<file path="src/sqte_pkg.sv">
// shared constants, state codes and controller/datapath interface types
package sqte_pkg;

  // default store depth and fixed widths for the largest store
  localparam int unsigned MAX_LEN_DEF = 56;
  localparam int unsigned C_W         = 4;        // column and row counts up to 8
  localparam int unsigned SQ_W        = 2 * C_W;  // products of two counts
  localparam int unsigned POS_W       = 7;        // grid position incl. one step past
  localparam int unsigned TOT_W       = 7;        // result count of one run
  localparam int unsigned DATA_W      = 32;
  localparam int unsigned ADDR_W      = 1;

  // characters
  localparam logic [7:0] SPACE_CHAR = 8'd32;
  localparam logic [7:0] NUL_CHAR   = 8'd0;

  // output modes
  localparam logic [1:0] MODE_PLAIN   = 2'd0;
  localparam logic [1:0] MODE_COMPACT = 2'd1;
  localparam logic [1:0] MODE_PADDED  = 2'd2;
  localparam logic [1:0] MODE_RESET   = MODE_PADDED;

  // register address
  localparam logic [ADDR_W-1:0] ADDR_MODE = 1'b0;

  // controller states
  typedef enum logic [4:0] {
    S_IDLE  = 5'b00001,
    S_SQRT  = 5'b00010,
    S_SETUP = 5'b00100,
    S_STEP  = 5'b01000,
    S_EMIT  = 5'b10000
  } state_t;

  // controller to datapath commands
  typedef struct packed {
    logic load;      // take the accepted input item
    logic sqrt_inc;  // bump the column count
    logic setup;     // latch row count, run length, clear walk
    logic issue;     // read the current slot into the output register
    logic walk;      // move to the next grid slot
    logic count;     // one result delivered
    logic finish;    // run done, clear message state
  } cmd_t;

  // datapath to controller status
  typedef struct packed {
    logic sqrt_done;  // column count squared covers the length
    logic skip;       // current slot gives no result
    logic last;       // current result closes the run
  } sts_t;

endpackage

</file>
<file path="src/sqte_ctrl.sv">
// controller state machine for the square transposition encoder
module sqte_ctrl (
  input  logic              clk,
  input  logic              rst_n,
  input  logic              in_valid,
  output logic              in_ready,
  input  logic              in_end_of_message,
  output logic              out_valid,
  input  logic              out_ready,
  input  sqte_pkg::sts_t    sts,
  output sqte_pkg::cmd_t    cmd
);

  sqte_pkg::state_t state_r, state_nxt;

  // next state and commands
  always_comb begin
    state_nxt = state_r;
    cmd       = '0;
    in_ready  = 1'b0;
    out_valid = 1'b0;
    case (state_r)
      sqte_pkg::S_IDLE: begin
        in_ready = 1'b1;
        if (in_valid) begin
          cmd.load = 1'b1;
          if (in_end_of_message) begin
            state_nxt = sqte_pkg::S_SQRT;
          end
        end
      end
      sqte_pkg::S_SQRT: begin
        if (sts.sqrt_done) begin
          state_nxt = sqte_pkg::S_SETUP;
        end else begin
          cmd.sqrt_inc = 1'b1;
        end
      end
      sqte_pkg::S_SETUP: begin
        cmd.setup = 1'b1;
        state_nxt = sqte_pkg::S_STEP;
      end
      sqte_pkg::S_STEP: begin
        if (sts.skip) begin
          cmd.walk = 1'b1;
        end else begin
          cmd.issue = 1'b1;
          state_nxt = sqte_pkg::S_EMIT;
        end
      end
      sqte_pkg::S_EMIT: begin
        out_valid = 1'b1;
        if (out_ready) begin
          cmd.walk  = 1'b1;
          cmd.count = 1'b1;
          if (sts.last) begin
            cmd.finish = 1'b1;
            state_nxt  = sqte_pkg::S_IDLE;
          end else begin
            state_nxt = sqte_pkg::S_STEP;
          end
        end
      end
      default: begin
        state_nxt = sqte_pkg::S_IDLE;
      end
    endcase
  end

  // state register
  always_ff @(posedge clk) begin
    if (!rst_n) begin
      state_r <= sqte_pkg::S_IDLE;
    end else begin
      state_r <= state_nxt;
    end
  end

endmodule

</file>
<file path="src/sqte_dp.sv">
// datapath: character store, square root, grid walk and output register
module sqte_dp #(
  parameter int unsigned MAX_LEN = sqte_pkg::MAX_LEN_DEF
) (
  input  logic              clk,
  input  logic              rst_n,
  input  logic [1:0]        mode,
  input  logic [7:0]        in_char,
  input  logic              in_has_char,
  input  sqte_pkg::cmd_t    cmd,
  output sqte_pkg::sts_t    sts,
  output logic [7:0]        out_char,
  output logic              out_last,
  output logic              out_empty_res,
  output logic              out_overflow
);

  localparam int unsigned CNT_W = $clog2(MAX_LEN + 1);
  localparam int unsigned IDX_W = (MAX_LEN > 1) ? $clog2(MAX_LEN) : 1;
  localparam logic [CNT_W-1:0] MAX_CNT = CNT_W'(MAX_LEN);

  localparam int unsigned C_W   = sqte_pkg::C_W;
  localparam int unsigned SQ_W  = sqte_pkg::SQ_W;
  localparam int unsigned POS_W = sqte_pkg::POS_W;
  localparam int unsigned TOT_W = sqte_pkg::TOT_W;

  logic [7:0]       char_store_r [MAX_LEN];
  logic [CNT_W-1:0] cnt_r;
  logic             drop_r;
  logic [C_W-1:0]   c_r, r_r, row_r, col_r;
  logic [C_W-1:0]   row_nxt, col_nxt;
  logic [POS_W-1:0] pos_r, pos_nxt;
  logic             gap_r, gap_nxt;
  logic [TOT_W-1:0] tot_r, tot_nxt, k_r;
  logic [7:0]       rd_r;
  logic             space_r;

  logic [7:0]       in_low;
  logic             in_keep;
  logic [POS_W-1:0] n_pos;
  logic [SQ_W-1:0]  n_sq, c_sq, c_cm1, grid, tot_pad;
  logic [C_W-1:0]   c_m1, row_inc, col_inc;
  logic             r_tall, mode_plain, mode_compact, empty;
  logic             slot_char, slot_space;

  // character filter
  always_comb begin
    in_low  = in_char;
    in_keep = 1'b0;
    if (in_char >= 8'h41 && in_char <= 8'h5a) begin
      in_low  = in_char | 8'h20;
      in_keep = 1'b1;
    end else if ((in_char >= 8'h61 && in_char <= 8'h7a) ||
                 (in_char >= 8'h30 && in_char <= 8'h39)) begin
      in_keep = 1'b1;
    end
  end

  // column and row counts
  assign n_pos  = POS_W'(cnt_r);
  assign n_sq   = SQ_W'(cnt_r);
  assign c_m1   = c_r - 1'b1;
  assign c_sq   = {{C_W{1'b0}}, c_r} * {{C_W{1'b0}}, c_r};
  assign c_cm1  = {{C_W{1'b0}}, c_r} * {{C_W{1'b0}}, c_m1};
  assign r_tall = c_cm1 < n_sq;
  assign grid   = r_tall ? c_sq : c_cm1;
  assign tot_pad = grid + SQ_W'(c_r) - 1'b1;

  assign mode_plain   = (mode == sqte_pkg::MODE_PLAIN);
  assign mode_compact = (mode == sqte_pkg::MODE_COMPACT);
  assign empty        = (cnt_r == '0);

  // run length
  always_comb begin
    if (empty) begin
      tot_nxt = TOT_W'(1);
    end else if (mode_plain || mode_compact) begin
      tot_nxt = TOT_W'(cnt_r);
    end else begin
      tot_nxt = tot_pad[TOT_W-1:0];
    end
  end

  // current slot kind
  always_comb begin
    slot_char  = 1'b0;
    slot_space = 1'b0;
    if (empty) begin
      slot_char = 1'b0;
    end else if (mode_plain) begin
      slot_char = 1'b1;
    end else if (gap_r) begin
      slot_space = 1'b1;
    end else if (pos_r < n_pos) begin
      slot_char = 1'b1;
    end else if (!mode_compact) begin
      slot_space = 1'b1;
    end
  end

  // grid walk: plain in order; else down column, padded gap space, next column
  assign row_inc = row_r + 1'b1;
  assign col_inc = col_r + 1'b1;
  always_comb begin
    row_nxt = row_r;
    col_nxt = col_r;
    pos_nxt = pos_r;
    gap_nxt = gap_r;
    if (mode_plain) begin
      pos_nxt = pos_r + 1'b1;
    end else if (gap_r) begin
      gap_nxt = 1'b0;
      col_nxt = col_inc;
      row_nxt = '0;
      pos_nxt = POS_W'(col_inc);
    end else if (row_inc < r_r) begin
      row_nxt = row_inc;
      pos_nxt = pos_r + POS_W'(c_r);
    end else if (!mode_compact && col_inc < c_r) begin
      gap_nxt = 1'b1;
    end else begin
      col_nxt = col_inc;
      row_nxt = '0;
      pos_nxt = POS_W'(col_inc);
    end
  end

  // status
  assign sts.sqrt_done = c_sq >= n_sq;
  assign sts.skip      = !empty && !slot_char && !slot_space;
  assign sts.last      = (k_r == tot_r - 1'b1);

  // result fields
  assign out_char      = empty ? sqte_pkg::NUL_CHAR :
                         (space_r ? sqte_pkg::SPACE_CHAR : rd_r);
  assign out_last      = sts.last;
  assign out_empty_res = empty;
  assign out_overflow  = drop_r;

  // character store and read register
  always_ff @(posedge clk) begin
    if (cmd.load && in_has_char && in_keep && cnt_r < MAX_CNT) begin
      char_store_r[cnt_r[IDX_W-1:0]] <= in_low;
    end
    if (cmd.issue) begin
      space_r <= slot_space;
      if (slot_char) begin
        rd_r <= char_store_r[pos_r[IDX_W-1:0]];
      end
    end
  end

  // message state
  always_ff @(posedge clk) begin
    if (!rst_n) begin
      cnt_r  <= '0;
      drop_r <= 1'b0;
      k_r    <= '0;
    end else begin
      if (cmd.load && in_has_char && in_keep) begin
        if (cnt_r < MAX_CNT) begin
          cnt_r <= cnt_r + 1'b1;
        end else begin
          drop_r <= 1'b1;
        end
      end
      if (cmd.setup) begin
        k_r <= '0;
      end else if (cmd.count) begin
        k_r <= k_r + 1'b1;
      end
      if (cmd.finish) begin
        cnt_r  <= '0;
        drop_r <= 1'b0;
      end
    end
  end

  // square root, grid shape and walk registers
  always_ff @(posedge clk) begin
    if (cmd.load) begin
      c_r <= '0;
    end else if (cmd.sqrt_inc) begin
      c_r <= c_r + 1'b1;
    end
    if (cmd.setup) begin
      r_r   <= r_tall ? c_r : c_m1;
      tot_r <= tot_nxt;
      row_r <= '0;
      col_r <= '0;
      pos_r <= '0;
      gap_r <= 1'b0;
    end else if (cmd.walk) begin
      row_r <= row_nxt;
      col_r <= col_nxt;
      pos_r <= pos_nxt;
      gap_r <= gap_nxt;
    end
  end

`ifndef SYNTHESIS
  // fill count stays within the store
  a_cnt_range: assert property (@(posedge clk) disable iff (!rst_n)
    cnt_r <= MAX_CNT)
    else $error("stored count beyond store depth");

  // a store read only hits written entries
  a_read_written: assert property (@(posedge clk) disable iff (!rst_n)
    (cmd.issue && slot_char) |-> (pos_r < n_pos))
    else $error("store read past stored count");

  // no result issued beyond the run length
  a_run_length: assert property (@(posedge clk) disable iff (!rst_n)
    cmd.issue |-> (k_r < tot_r))
    else $error("result issued beyond run length");

  // message state is cleared after the closing result
  a_finish_clear: assert property (@(posedge clk) disable iff (!rst_n)
    cmd.finish |=> (cnt_r == '0) && !drop_r)
    else $error("message state not cleared after run");
`endif

endmodule

</file>
<file path="src/square_transposition_encoder.sv">
// top level: square transposition encoder with mode register port
// Accepted letters/digits are stored lower-cased; after the end item the column
// count steps up until its square covers the length; then the grid is set up.
// Throughput: 1 item per cycle while loading; each result is then read from the
// store into the output register and held until taken, and in compact mode any
// cells past the stored length are skipped. No item is taken during a run.
// Reset (synchronous, rst_n low): message cleared, output mode set to padded.
module square_transposition_encoder #(
  parameter int unsigned MAX_LEN = sqte_pkg::MAX_LEN_DEF
) (
  input  logic                          clk,
  input  logic                          rst_n,
  // input channel
  input  logic                          in_valid,
  output logic                          in_ready,
  input  logic [7:0]                    in_char,
  input  logic                          in_has_char,
  input  logic                          in_end_of_message,
  // result channel
  output logic                          out_valid,
  input  logic                          out_ready,
  output logic [7:0]                    out_char,
  output logic                          out_last,
  output logic                          out_empty_res,
  output logic                          out_overflow,
  // register port
  input  logic                          psel,
  input  logic                          penable,
  input  logic                          pwrite,
  input  logic [sqte_pkg::ADDR_W-1:0]   paddr,
  input  logic [sqte_pkg::DATA_W-1:0]   pwdata,
  output logic [sqte_pkg::DATA_W-1:0]   prdata,
  output logic                          pready
);

  sqte_pkg::cmd_t cmd;
  sqte_pkg::sts_t sts;
  logic [1:0]     mode_r;

  // mode register
  always_ff @(posedge clk) begin
    if (!rst_n) begin
      mode_r <= sqte_pkg::MODE_RESET;
    end else if (psel && penable && pwrite && pready && paddr == sqte_pkg::ADDR_MODE) begin
      mode_r <= pwdata[1:0];
    end
  end

  // register read back
  assign pready = 1'b1;
  assign prdata = (paddr == sqte_pkg::ADDR_MODE) ? sqte_pkg::DATA_W'(mode_r) : '0;

  // controller
  sqte_ctrl u_ctrl (
    .clk               (clk),
    .rst_n             (rst_n),
    .in_valid          (in_valid),
    .in_ready          (in_ready),
    .in_end_of_message (in_end_of_message),
    .out_valid         (out_valid),
    .out_ready         (out_ready),
    .sts               (sts),
    .cmd               (cmd)
  );

  // datapath
  sqte_dp #(
    .MAX_LEN (MAX_LEN)
  ) u_dp (
    .clk           (clk),
    .rst_n         (rst_n),
    .mode          (mode_r),
    .in_char       (in_char),
    .in_has_char   (in_has_char),
    .cmd           (cmd),
    .sts           (sts),
    .out_char      (out_char),
    .out_last      (out_last),
    .out_empty_res (out_empty_res),
    .out_overflow  (out_overflow)
  );

endmodule
</file>
<file path="config.mk">
export PLATFORM = sky130hd
export DESIGN_NAME = square_transposition_encoder
export DESIGN_NICKNAME = d
export VERILOG_FILES = /design/src/sqte_pkg.sv /design/src/sqte_ctrl.sv /design/src/sqte_dp.sv /design/src/square_transposition_encoder.sv
export SDC_FILE = /design/constraint.sdc
export NUM_CORES = 1
export LEC_CHECK = 0
export BUFFER_PORTS_ARGS = -buffer_cell sky130_fd_sc_hd__buf_4
export CORE_UTILIZATION = 40
export DETAILED_ROUTE_END_ITERATION = 8
export GPL_TIMING_DRIVEN = 0
export PLACE_DENSITY = 0.62
export SLEW_MARGIN = 25
export SYNTH_ARGS = -nofsm -noshare
export SYNTH_HDL_FRONTEND = slang
export SYNTH_SLANG_ARGS = --single-unit
</file>
<file path="constraint.sdc">
create_clock -name clk -period 12 [get_ports clk]
set_input_delay 2.4 -clock clk [delete_from_list [all_inputs] [get_ports clk]]
set_output_delay 2.4 -clock clk [all_outputs]
set_load 0.005 [all_outputs]
</file>
==> reports/qor.csv, run 1 <==
metric;value;unit
status;complete, no violations;
dieWidth;239;um
dp_slack;4.74;ns
power_density;183;nW/um2
dr.pass1.iters;7;
nNetsFinal;1592;
seq_area;14900;um2
r2r_slack;4.64;ns
wire_per_inst;23.1;um
clock_path_buffers;3;
worstReg2RegStart;u_dp.c_r[0];
area_growth;13.4;%
crit_slowest_cell;nor4_4;
crit_required;12.46;ns
holdBufCountCts;0;
final_cell_mix;edfxtp_1, mux4_2, nor2_1;
antenna_found_initial;1;
drive_gt1_share;21.5;%
min_from;u_dp.row_r[3];
synth_top_area_share;62.7;%
switchingPower;1.28;mW
row_count;86;
p_comb_share;23.0;%
detail_route.wirelength;52100;um
skew;0.0247;ns
fp.dieH;239;um
power.total;4.64;mW
synth_ff_type;edfxtp_1;
htreeDepth;2;
routed_via_density;5.38;
grt_usage;18.6;%
grt_pass1_wl;77900;um
cts_setup_buffers;0;
critPathMaxStageDelay;0.57;ns
swShare;27.6;%
dpl_cell_area;23800;um2
drcViolationCount;0;
hold_path.class;flip-flop to flip-flop;
hold_viol;0;
dieArea;57000;um2
yosysUniqueCellTypes;70;
startpoint;u_dp.c_r[0];
cpMostUsedCell;ha_1;
initial_core_util;40.6;%
gr-usage-met1;25.3;%
period_needed;7.36;ns
clkTransAtPathRegs;0.06;ns
fmax;0.136;GHz
drv_slew;0;
synth_edf_count;468;
end_kind;flip-flop;
final.setup.tns;0;ns
rsz0062_at_grt;no;
synth_top_cell_by_area;edfxtp_1;
critPathLaunchType;flip-flop;
multi_input_area;7020;um2
dp_hpwl;34800;um
avgSynthCellArea;16.6;um2
ys_seq_area_share;66.3;%
cap_violations;0;
stdcell_area;25400;um2
synth-seq-cells;509;
fp.coreArea;55200;um2
p_leak;8.67;nW
syn_inst;1354;
gp_congestion;0.839;
fin_ws;4.64;ns
grt-ovfl-total;0;
irDropWorstVdd;0.000134;V
grt_max_degree;60;
clock-root-buffer;clkbuf_16;
syn_area;22400;um2
grt.met3_usage;4.08;%
p_int;3.36;mW
power_frac_clock;34.4;%
port_buffers;34;
cts_made_buffers;51;
via_count;12133;
worstMarginPinSlew;1.07;ns
timing.slew.headroom;28.3;%
setup_viol;0;
yosysWarnings;0;
ios;96;
ant_nets;0;
diodes;0;
seqPwrFrac;42.6;%
grt_util_met2;30.4;%
crit_arrival;7.82;ns
fill_cells;4776;
period_share;61.4;%
grt_pass1_vias;12132;
final_common_cell;edfxtp_1;
post_cts_resized;0;
clk_latency;0.61;ns
crit_type;flip-flop to flip-flop;
drt_iter0_drc;1151;
async_flop_share;0;%
cts_tree;yes;
clock_sinks;509;
worst-path-max-fanout;8;
grt_most_used_layer;met2;
ys_top_cells_by_area;edfxtp_1, mux4_2, dfxtp_1;
==> cell type report <==
type | count | area share, %
Buffer | 86 | 1.93
Multi-Input combinational cell | 743 | 27.6
Clock inverter | 28 | 1.25
Timing Repair Buffer | 36 | 1.11
Sequential cell | 509 | 58.5
Clock buffer | 62 | 5.26
Inverter | 45 | 0.674
Tap cell | 748 | 3.68
==> power by group through the flow <==
stage / logic [mW] / registers, mW / clock network [mW]
global route: 1.15 / 1.98 / 1.68
detailed placement: 1.08 / 2.02 / 0
CTS: 1.08 / 1.98 / 1.62
global placement: 1.07 / 2.02 / 0
finish: 1.07 / 1.98 / 1.60
floorplan: 0.741 / 2.01 / 0
==> worst max-delay path: cells and delay by family (launching register included) <==
family,cells,cell delay [ns]
adders and majority gates,8,2.69
AOI/OAI and AO/OA,8,1.32
buffers and inverters,6,1.31
and+or+nand+nor,5,1.15
DFF,1,0.47
xor gates and xnor gates,1,0.28
==> flip-flops by register name, summed over array words and instances (netlist names) <==
name / count
u_dp.pos_r: 7
u_dp.space_r: 1
u_dp.rd_r: 8
u_dp.char_store_r: 448
u_dp.c_r: 4
mode_r: 2
u_ctrl.state_r: 5
u_dp.col_r: 4
u_dp.tot_r: 7
u_dp.k_r: 7
u_dp.gap_r: 1
u_dp.r_r: 4
u_dp.out_overflow: 1
u_dp.cnt_r: 6
u_dp.row_r: 4
==> per-layer routing <==
metal	vias up	wire length, um
li1	5440	-
met4	2	1270
met1	6192	22300
met3	92	3510
met5	-	13
met2	407	24900
==> per-stage QoR <==
step                      util [%]  hold slack [ns]  instances
after floorplan                  -            0.444       1383
after global placement        43.0            0.454       2165
after detailed placement      43.1            0.474       2167
after CTS                     46.1            0.484       2257
after global routing          46.1            0.502       2257
final                         46.1            0.476       2257
==> cells in the mapped netlist (4+ instances only) <==
master      n
a211oi_1   19
a21o_1     11
a21oi_1    36
a31oi_1    13
and2_1     24
buf_2      20
buf_4      34
clkbuf_1   27
dfxtp_1    41
edfxtp_1  468
fa_1        7
ha_1       63
inv_1      40
mux2i_1    12
mux4_2    136
nand2_1    80
nand2b_1   10
nand3_1    25
nand4_1     7
nor2_1    130
nor2b_1     7
nor3_1     10
o21a_1      4
o21ai_0    22
o21bai_1    4
or2_2       5
or3_1       5
xnor2_1    26
xor2_1     13
==> cell families after synthesis <==
family | synth area share, %
multiplexers | 14.2
flip-flops | 66.3
adder cells (fa/ha/maj) | 4.14
XOR/XNOR | 1.62
AND/OR/NAND/NOR | 6.71
AO/OA/AOI/OAI | 3.96
other | 0.0335
buffers and inverters | 2.95
==> final timing paths <==
path | end | cells after the start
setup reg to reg | u_dp.tot_r[6] | 28
setup / recovery | u_dp.tot_r[6] | 28
hold reg to reg | u_dp.row_r[3] | 2
hold / removal | u_dp.row_r[3] | 2
Note: power is estimated with default switching activity, not from simulation.
==> run 2, diff against run 1 <==
==> constraint.sdc (replaced) <==
create_clock -name clk -period 7.3 [get_ports clk]
set_input_delay 1.46 -clock clk [delete_from_list [all_inputs] [get_ports clk]]
set_output_delay 1.46 -clock clk [all_outputs]
set_load 0.005 [all_outputs]
==> run 2 against run 1 <==
Effect of this change:
- global-route usage stayed put
- critical path depth is 1 lower
- combinational power is 64% higher
- non-clock buffer count is 3 higher
- die area stayed put
- critical path type unchanged
- largest cell class unchanged
- largest power group unchanged
==> reports/qor.csv, run 2 (synthesized netlist as in run 1, its figures left out) <==
metric;value;unit;change
worstRegToRegCells;27;;was 28
hold_viol;0;;unchanged
holdBufCountCts;0;;unchanged
grt_usage;18.6;%;unchanged
layoutNonFillerInstCount;2260;;was 2257
drcViolationCount;0;;unchanged
clock_path_buffers;3;;unchanged
fill_cells;4777;;was 4776
antenna_found_initial;1;;unchanged
power_density;300;nW/um2;was 183 nW/um2
skew;0.0240;ns;was 0.0247 ns
period_needed;6.84;ns;was 7.36 ns
row_count;86;;unchanged
area_growth;13.5;%;was 13.4%
detail_route.wirelength;52100;um;about the same
largest_reg_flops;448;;unchanged
clkTransAtPathRegs;0.06;ns;about the same
nNetsFinal;1595;;was 1592
via_count;12159;;was 12133
final.setup.tns;0;ns;unchanged
holdPathEnd;u_dp.row_r[3];;unchanged
dp_hpwl;34800;um;unchanged
min_from;u_dp.row_r[3];;unchanged
grt-ovfl-total;0;;unchanged
drv_slew;0;;unchanged
stdcell_area;25500;um2;was 25400 um2
p_leak;8.69;nW;was 8.67 nW
dr.pass1.iters;5;;was 7
status;complete, no violations;;unchanged
final_cell_mix;edfxtp_1, mux4_2, nor2_1;;unchanged
fmax;0.146;GHz;was 0.136 GHz
routed_via_density;5.38;;about the same
setup_viol;0;;unchanged
cap_violations;0;;unchanged
r2r_slack;0.46;ns;was 4.64 ns
dieWidth;239;um;unchanged
worstReg2RegStart;u_dp.c_r[1];;was u_dp.c_r[0]
grt_max_degree;60;;unchanged
crit-reg2reg-capture;u_dp.tot_r[6];;unchanged
gp_congestion;0.839;;unchanged
crit_type;flip-flop to flip-flop;;unchanged
crit_required;7.76;ns;was 12.46 ns
rsz0062_at_grt;no;;unchanged
crit_arrival;7.30;ns;was 7.82 ns
timing.slew.headroom;29.5;%;was 28.3%
grt_pass1_wl;77900;um;unchanged
fp.coreArea;55200;um2;unchanged
grt_pass1_vias;12132;;unchanged
htreeDepth;2;;unchanged
hold_path.class;flip-flop to flip-flop;;unchanged
wire_per_inst;23.1;um;about the same
placed_cells;2167;;unchanged
ant_nets;0;;unchanged
clock_sinks;509;;unchanged
cts_tree;yes;;unchanged
irDropWorstVdd;0.000221;V;was 0.000134 V
cts_made_buffers;51;;unchanged
worstMarginPinSlew;1.05;ns;was 1.07 ns
critPathLaunchType;flip-flop;;unchanged
drt_iter0_drc;1251;;was 1151
dpl_cell_area;23800;um2;unchanged
dieArea;57000;um2;unchanged
final_common_cell;edfxtp_1;;unchanged
period_share;93.7;%;was 61.4%
clk_latency;0.61;ns;about the same
ios;96;;unchanged
drive_gt1_share;21.8;%;was 21.5%
end_kind;flip-flop;;unchanged
clock-root-buffer;clkbuf_16;;unchanged
worst-path-max-fanout;9;;was 8
initial_core_util;40.6;%;unchanged
whs_path_depth;2;;unchanged
fp.dieH;239;um;unchanged
diodes;0;;unchanged
port_buffers;34;;unchanged
run 2: how the worst max path moves through the flow:
| stage | start | end | slack, ns | cells after the start |
|---|---|---|---|---|
| global placement | u_dp.c_r[0] | u_dp.tot_r[5] | 0.03 | 29 |
| floorplan | u_dp.c_r[0] | u_dp.tot_r[5] | 1.21 | 29 |
| CTS | u_dp.c_r[1] | u_dp.tot_r[6] | 0.22 | 27 |
| detailed placement | u_dp.c_r[0] | u_dp.tot_r[6] | 0.04 | 28 |
| finish | u_dp.c_r[1] | u_dp.tot_r[6] | 0.46 | 27 |
| global route | u_dp.c_r[1] | u_dp.tot_r[6] | 0.06 | 27 |
run 2: where the power goes:
group	total [mW]	switching, mW	internal [mW]	leakage [nW]
logic	1.76	0.945	0.813	3.36
registers	3.25	0.0328	3.22	4.53
clock network	2.62	1.13	1.49	0.797
run 2: repair_timing:
item	CTS	global route
pin swaps	0	1
gates resized for setup	1	0
buffers inserted	0	3
setup endpoints to repair	1	2
hold endpoints to repair	0	0
run 2: area by class of cell:
type / count / area, um2 / area share [%]
inverters: 45 / 171 / 0.673
repair buffers: 39 / 305 / 1.20
multi-input cells: 743 / 7020 / 27.6
plain buffers: 86 / 493 / 1.94
clock buffers: 62 / 1340 / 5.26
clock inverters: 28 / 319 / 1.25
flip-flops and latches: 509 / 14900 / 58.4
well taps: 748 / 936 / 3.68
run 2: critical path, cell delays in order (launching register included):
cell,delay (ns)
dfxtp_1,0.62
inv_1,0.35
ha_1,0.28
inv_1,0.05
ha_1,0.27
nand2b_1,0.19
fa_1,0.53
inv_1,0.06
fa_1,0.53
ha_1,0.34
a21o_1,0.19
a211oi_1,0.24
nor2_1,0.10
ha_1,0.27
o21ai_0,0.08
a21oi_1,0.09
nor4_4,0.41
clkinv_1,0.31
nand2_1,0.15
ha_1,0.20
inv_1,0.05
ha_1,0.27
a21o_1,0.18
a21oi_1,0.23
o21bai_1,0.10
a21oi_1,0.19
xnor3_1,0.28
nor2_1,0.12
run 2: metal layers:
metal  GRT usage [%]  routed length, um  vias to the layer above
met4            4.93               1320                        2
met3            4.08               3750                       96
met1            25.3              22100                     6192
met2            30.4              24900                      425
met5               0                 13                        -
li1                -                  -                     5444
run 2: stage by stage:
| stage | utilization [%] | power [mW] | setup WS, ns | hold WS, ns |
|---|---|---|---|---|
| finish | 46.1 | 7.64 | 0.463 | 0.476 |
| detailed placement | 43.1 | 5.09 | 0.0432 | 0.474 |
| global placement | 43.0 | 5.07 | 0.0337 | 0.454 |
| CTS | 46.1 | 7.69 | 0.215 | 0.484 |
| floorplan | - | 4.52 | 1.21 | 0.444 |
| global route | 46.1 | 7.91 | 0.0610 | 0.502 |
==> run 3, diff against run 2 <==
--- a/config.mk
+++ b/config.mk
@@ -10,6 +10,7 @@
 export DETAILED_ROUTE_END_ITERATION = 8
 export GPL_TIMING_DRIVEN = 0
 export PLACE_DENSITY = 0.62
+export RECOVER_POWER = 25
 export SLEW_MARGIN = 25
 export SYNTH_ARGS = -nofsm -noshare
 export SYNTH_HDL_FRONTEND = slang
==> constraint.sdc (replaced) <==
create_clock -name clk -period 8.5 [get_ports clk]
set_input_delay 1.7 -clock clk [delete_from_list [all_inputs] [get_ports clk]]
set_output_delay 1.7 -clock clk [all_outputs]
set_load 0.005 [all_outputs]
==> run 3 against run 2 <==
Effect of this change:
- the flow now finishes with violations (max-capacitance violations, max-slew violations)
- hold slack about the same
- utilization down 0.10 points
- sequential share of layout area up 0.13 points
- wire length down 0.12%
==> reports/qor.csv, run 3 (synthesized netlist as in run 1, its figures left out) <==
metric;value;unit;change
clk_latency;0.61;ns;about the same
fin_util;46.0;%;was 46.1%
whs_path_depth;2;;unchanged
ant_nets;0;;unchanged
cts_setup_buffers;0;;unchanged
holdBufCountCts;0;;unchanged
grt_max_degree;60;;unchanged
p_leak;8.64;nW;was 8.69 nW
final.setup.tns;0;ns;unchanged
grt-ovfl-total;0;;unchanged
diodes;0;;unchanged
holdPathEnd;u_dp.row_r[3];;unchanged
clock_sinks;509;;unchanged
port_buffers;34;;unchanged
initial_core_util;40.6;%;unchanged
dieWidth;239;um;unchanged
crit_slowest_cell;nor4_4;;was dfxtp_1
status;complete, but fails checks;;was complete, no violations
fill_cells;4780;;was 4777
area_growth;13.3;%;was 13.5%
dr.pass1.iters;5;;unchanged
fp.coreArea;55200;um2;unchanged
ios;96;;unchanged
clkTransAtPathRegs;0.06;ns;about the same
period_needed;7.31;ns;was 6.84 ns
rsz0062_at_grt;no;;unchanged
stdcell_area;25400;um2;was 25500 um2
hold_viol;0;;unchanged
layoutNonFillerInstCount;2257;;was 2260
grt_pass1_wl;77900;um;unchanged
dpl_cell_area;23800;um2;unchanged
worstReg2RegStart;u_dp.c_r[0];;was u_dp.c_r[1]
multi_input_area;7020;um2;unchanged
worstPathBufferInverterCount;6;;was 5
setup_viol;0;;unchanged
gp_congestion;0.839;;unchanged
wire_per_inst;23.1;um;about the same
fmax;0.137;GHz;was 0.146 GHz
power.total;6.56;mW;was 7.64 mW
post_cts_resized;0;;was 1
timing.slew.headroom;-87.3;%;was 29.5%
via_count;12134;;was 12159
irDropWorstVdd;0.000190;V;was 0.000221 V
routed_via_density;5.38;;about the same
crit_type;flip-flop to flip-flop;;unchanged
violations;max-capacitance violations, max-slew violations;;
worst_path_dominant_cell_family;adder cells;;unchanged
min_from;u_dp.row_r[3];;unchanged
final_cell_mix;edfxtp_1, mux4_2, nor2_1;;unchanged
drcViolationCount;0;;unchanged
cpMostUsedCell;ha_1;;unchanged
dp_hpwl;34800;um;unchanged
largest_reg_flops;448;;unchanged
drt_iter0_drc;1250;;was 1251
power_density;258;nW/um2;was 300 nW/um2
dieArea;57000;um2;unchanged
crit-reg2reg-capture;u_dp.tot_r[6];;unchanged
seq_area;14900;um2;unchanged
skew;0.0230;ns;was 0.0240 ns
antenna_found_initial;1;;unchanged
period_share;86.0;%;was 93.7%
nNetsFinal;1592;;was 1595
drv_slew;415;;was 0
worst-path-max-fanout;8;;was 9
fp.dieH;239;um;unchanged
row_count;86;;unchanged
hold_path.class;flip-flop to flip-flop;;unchanged
cts_made_buffers;51;;unchanged
r2r_slack;1.19;ns;was 0.46 ns
grt_usage;18.6;%;unchanged
crit_arrival;7.77;ns;was 7.30 ns
cts_tree;yes;;unchanged
critPathLaunchType;flip-flop;;unchanged
final_common_cell;edfxtp_1;;unchanged
clock_path_buffers;3;;unchanged
grt_pass1_vias;12132;;unchanged
placed_cells;2167;;unchanged
end_kind;flip-flop;;unchanged
worstMarginPinSlew;2.81;ns;was 1.05 ns
critPathMaxStageDelay;0.55;ns;was 0.62 ns
worstRegToRegCells;28;;was 27
crit_required;8.96;ns;was 7.76 ns
clock-root-buffer;clkbuf_16;;unchanged
htreeDepth;2;;unchanged
cap_violations;7;;was 0
detail_route.wirelength;52000;um;was 52100 um
drive_gt1_share;20.9;%;was 21.8%
[run 3: how the worst max path moves through the flow]
stage,start,endpoint,slack [ns],cells after the start
floorplan,u_dp.c_r[0],u_dp.tot_r[5],2.41,29
global placement,u_dp.c_r[0],u_dp.tot_r[5],1.23,29
detailed placement,u_dp.c_r[0],u_dp.tot_r[6],1.24,28
CTS,u_dp.c_r[0],u_dp.tot_r[6],1.18,28
global route,u_dp.c_r[0],u_dp.tot_r[6],0.74,28
finish,u_dp.c_r[0],u_dp.tot_r[6],1.19,28
[run 3: routing by layer]
layer	GRT usage, %	share of wire, %	up-vias
met3	4.08	6.7	87
met1	25.3	43	6199
met4	4.93	2.3	2
met5	0	0.025	-
met2	30.4	48	402
li1	-	-	5444
[run 3: layout make-up]
cell class	instances	area share (%)
Clock inverter	28	1.26
Sequential cell	509	58.6
Buffer	86	1.93
Multi-Input combinational cell	743	27.6
Tap cell	748	3.68
Clock buffer	62	5.27
Inverter	45	0.675
Timing Repair Buffer	36	0.995
[run 3: power by group]
group	switching (mW)	internal, mW
Combinational	0.808	0.694
Clock	0.973	1.28
Sequential	0.0280	2.77
Total	1.81	4.75
[run 3: per-stage QoR]
stage | setup slack [ns] | hold WS (ns)
after CTS | 1.18 | 0.484
after detailed placement | 1.24 | 0.474
after global routing | 0.744 | 0.502
final | 1.19 | 0.476
after floorplan | 2.41 | 0.444
after global placement | 1.23 | 0.454
[run 3: worst reg2reg max path, delay by kind of cell, from the launching register on]
family / cells / cell delay [ns]
compound gates: 8 / 1.31
xor+xnor: 1 / 0.29
fa+ha+maj: 8 / 2.68
buf+inv: 6 / 1.31
flops: 1 / 0.46
simple gates: 5 / 1.12
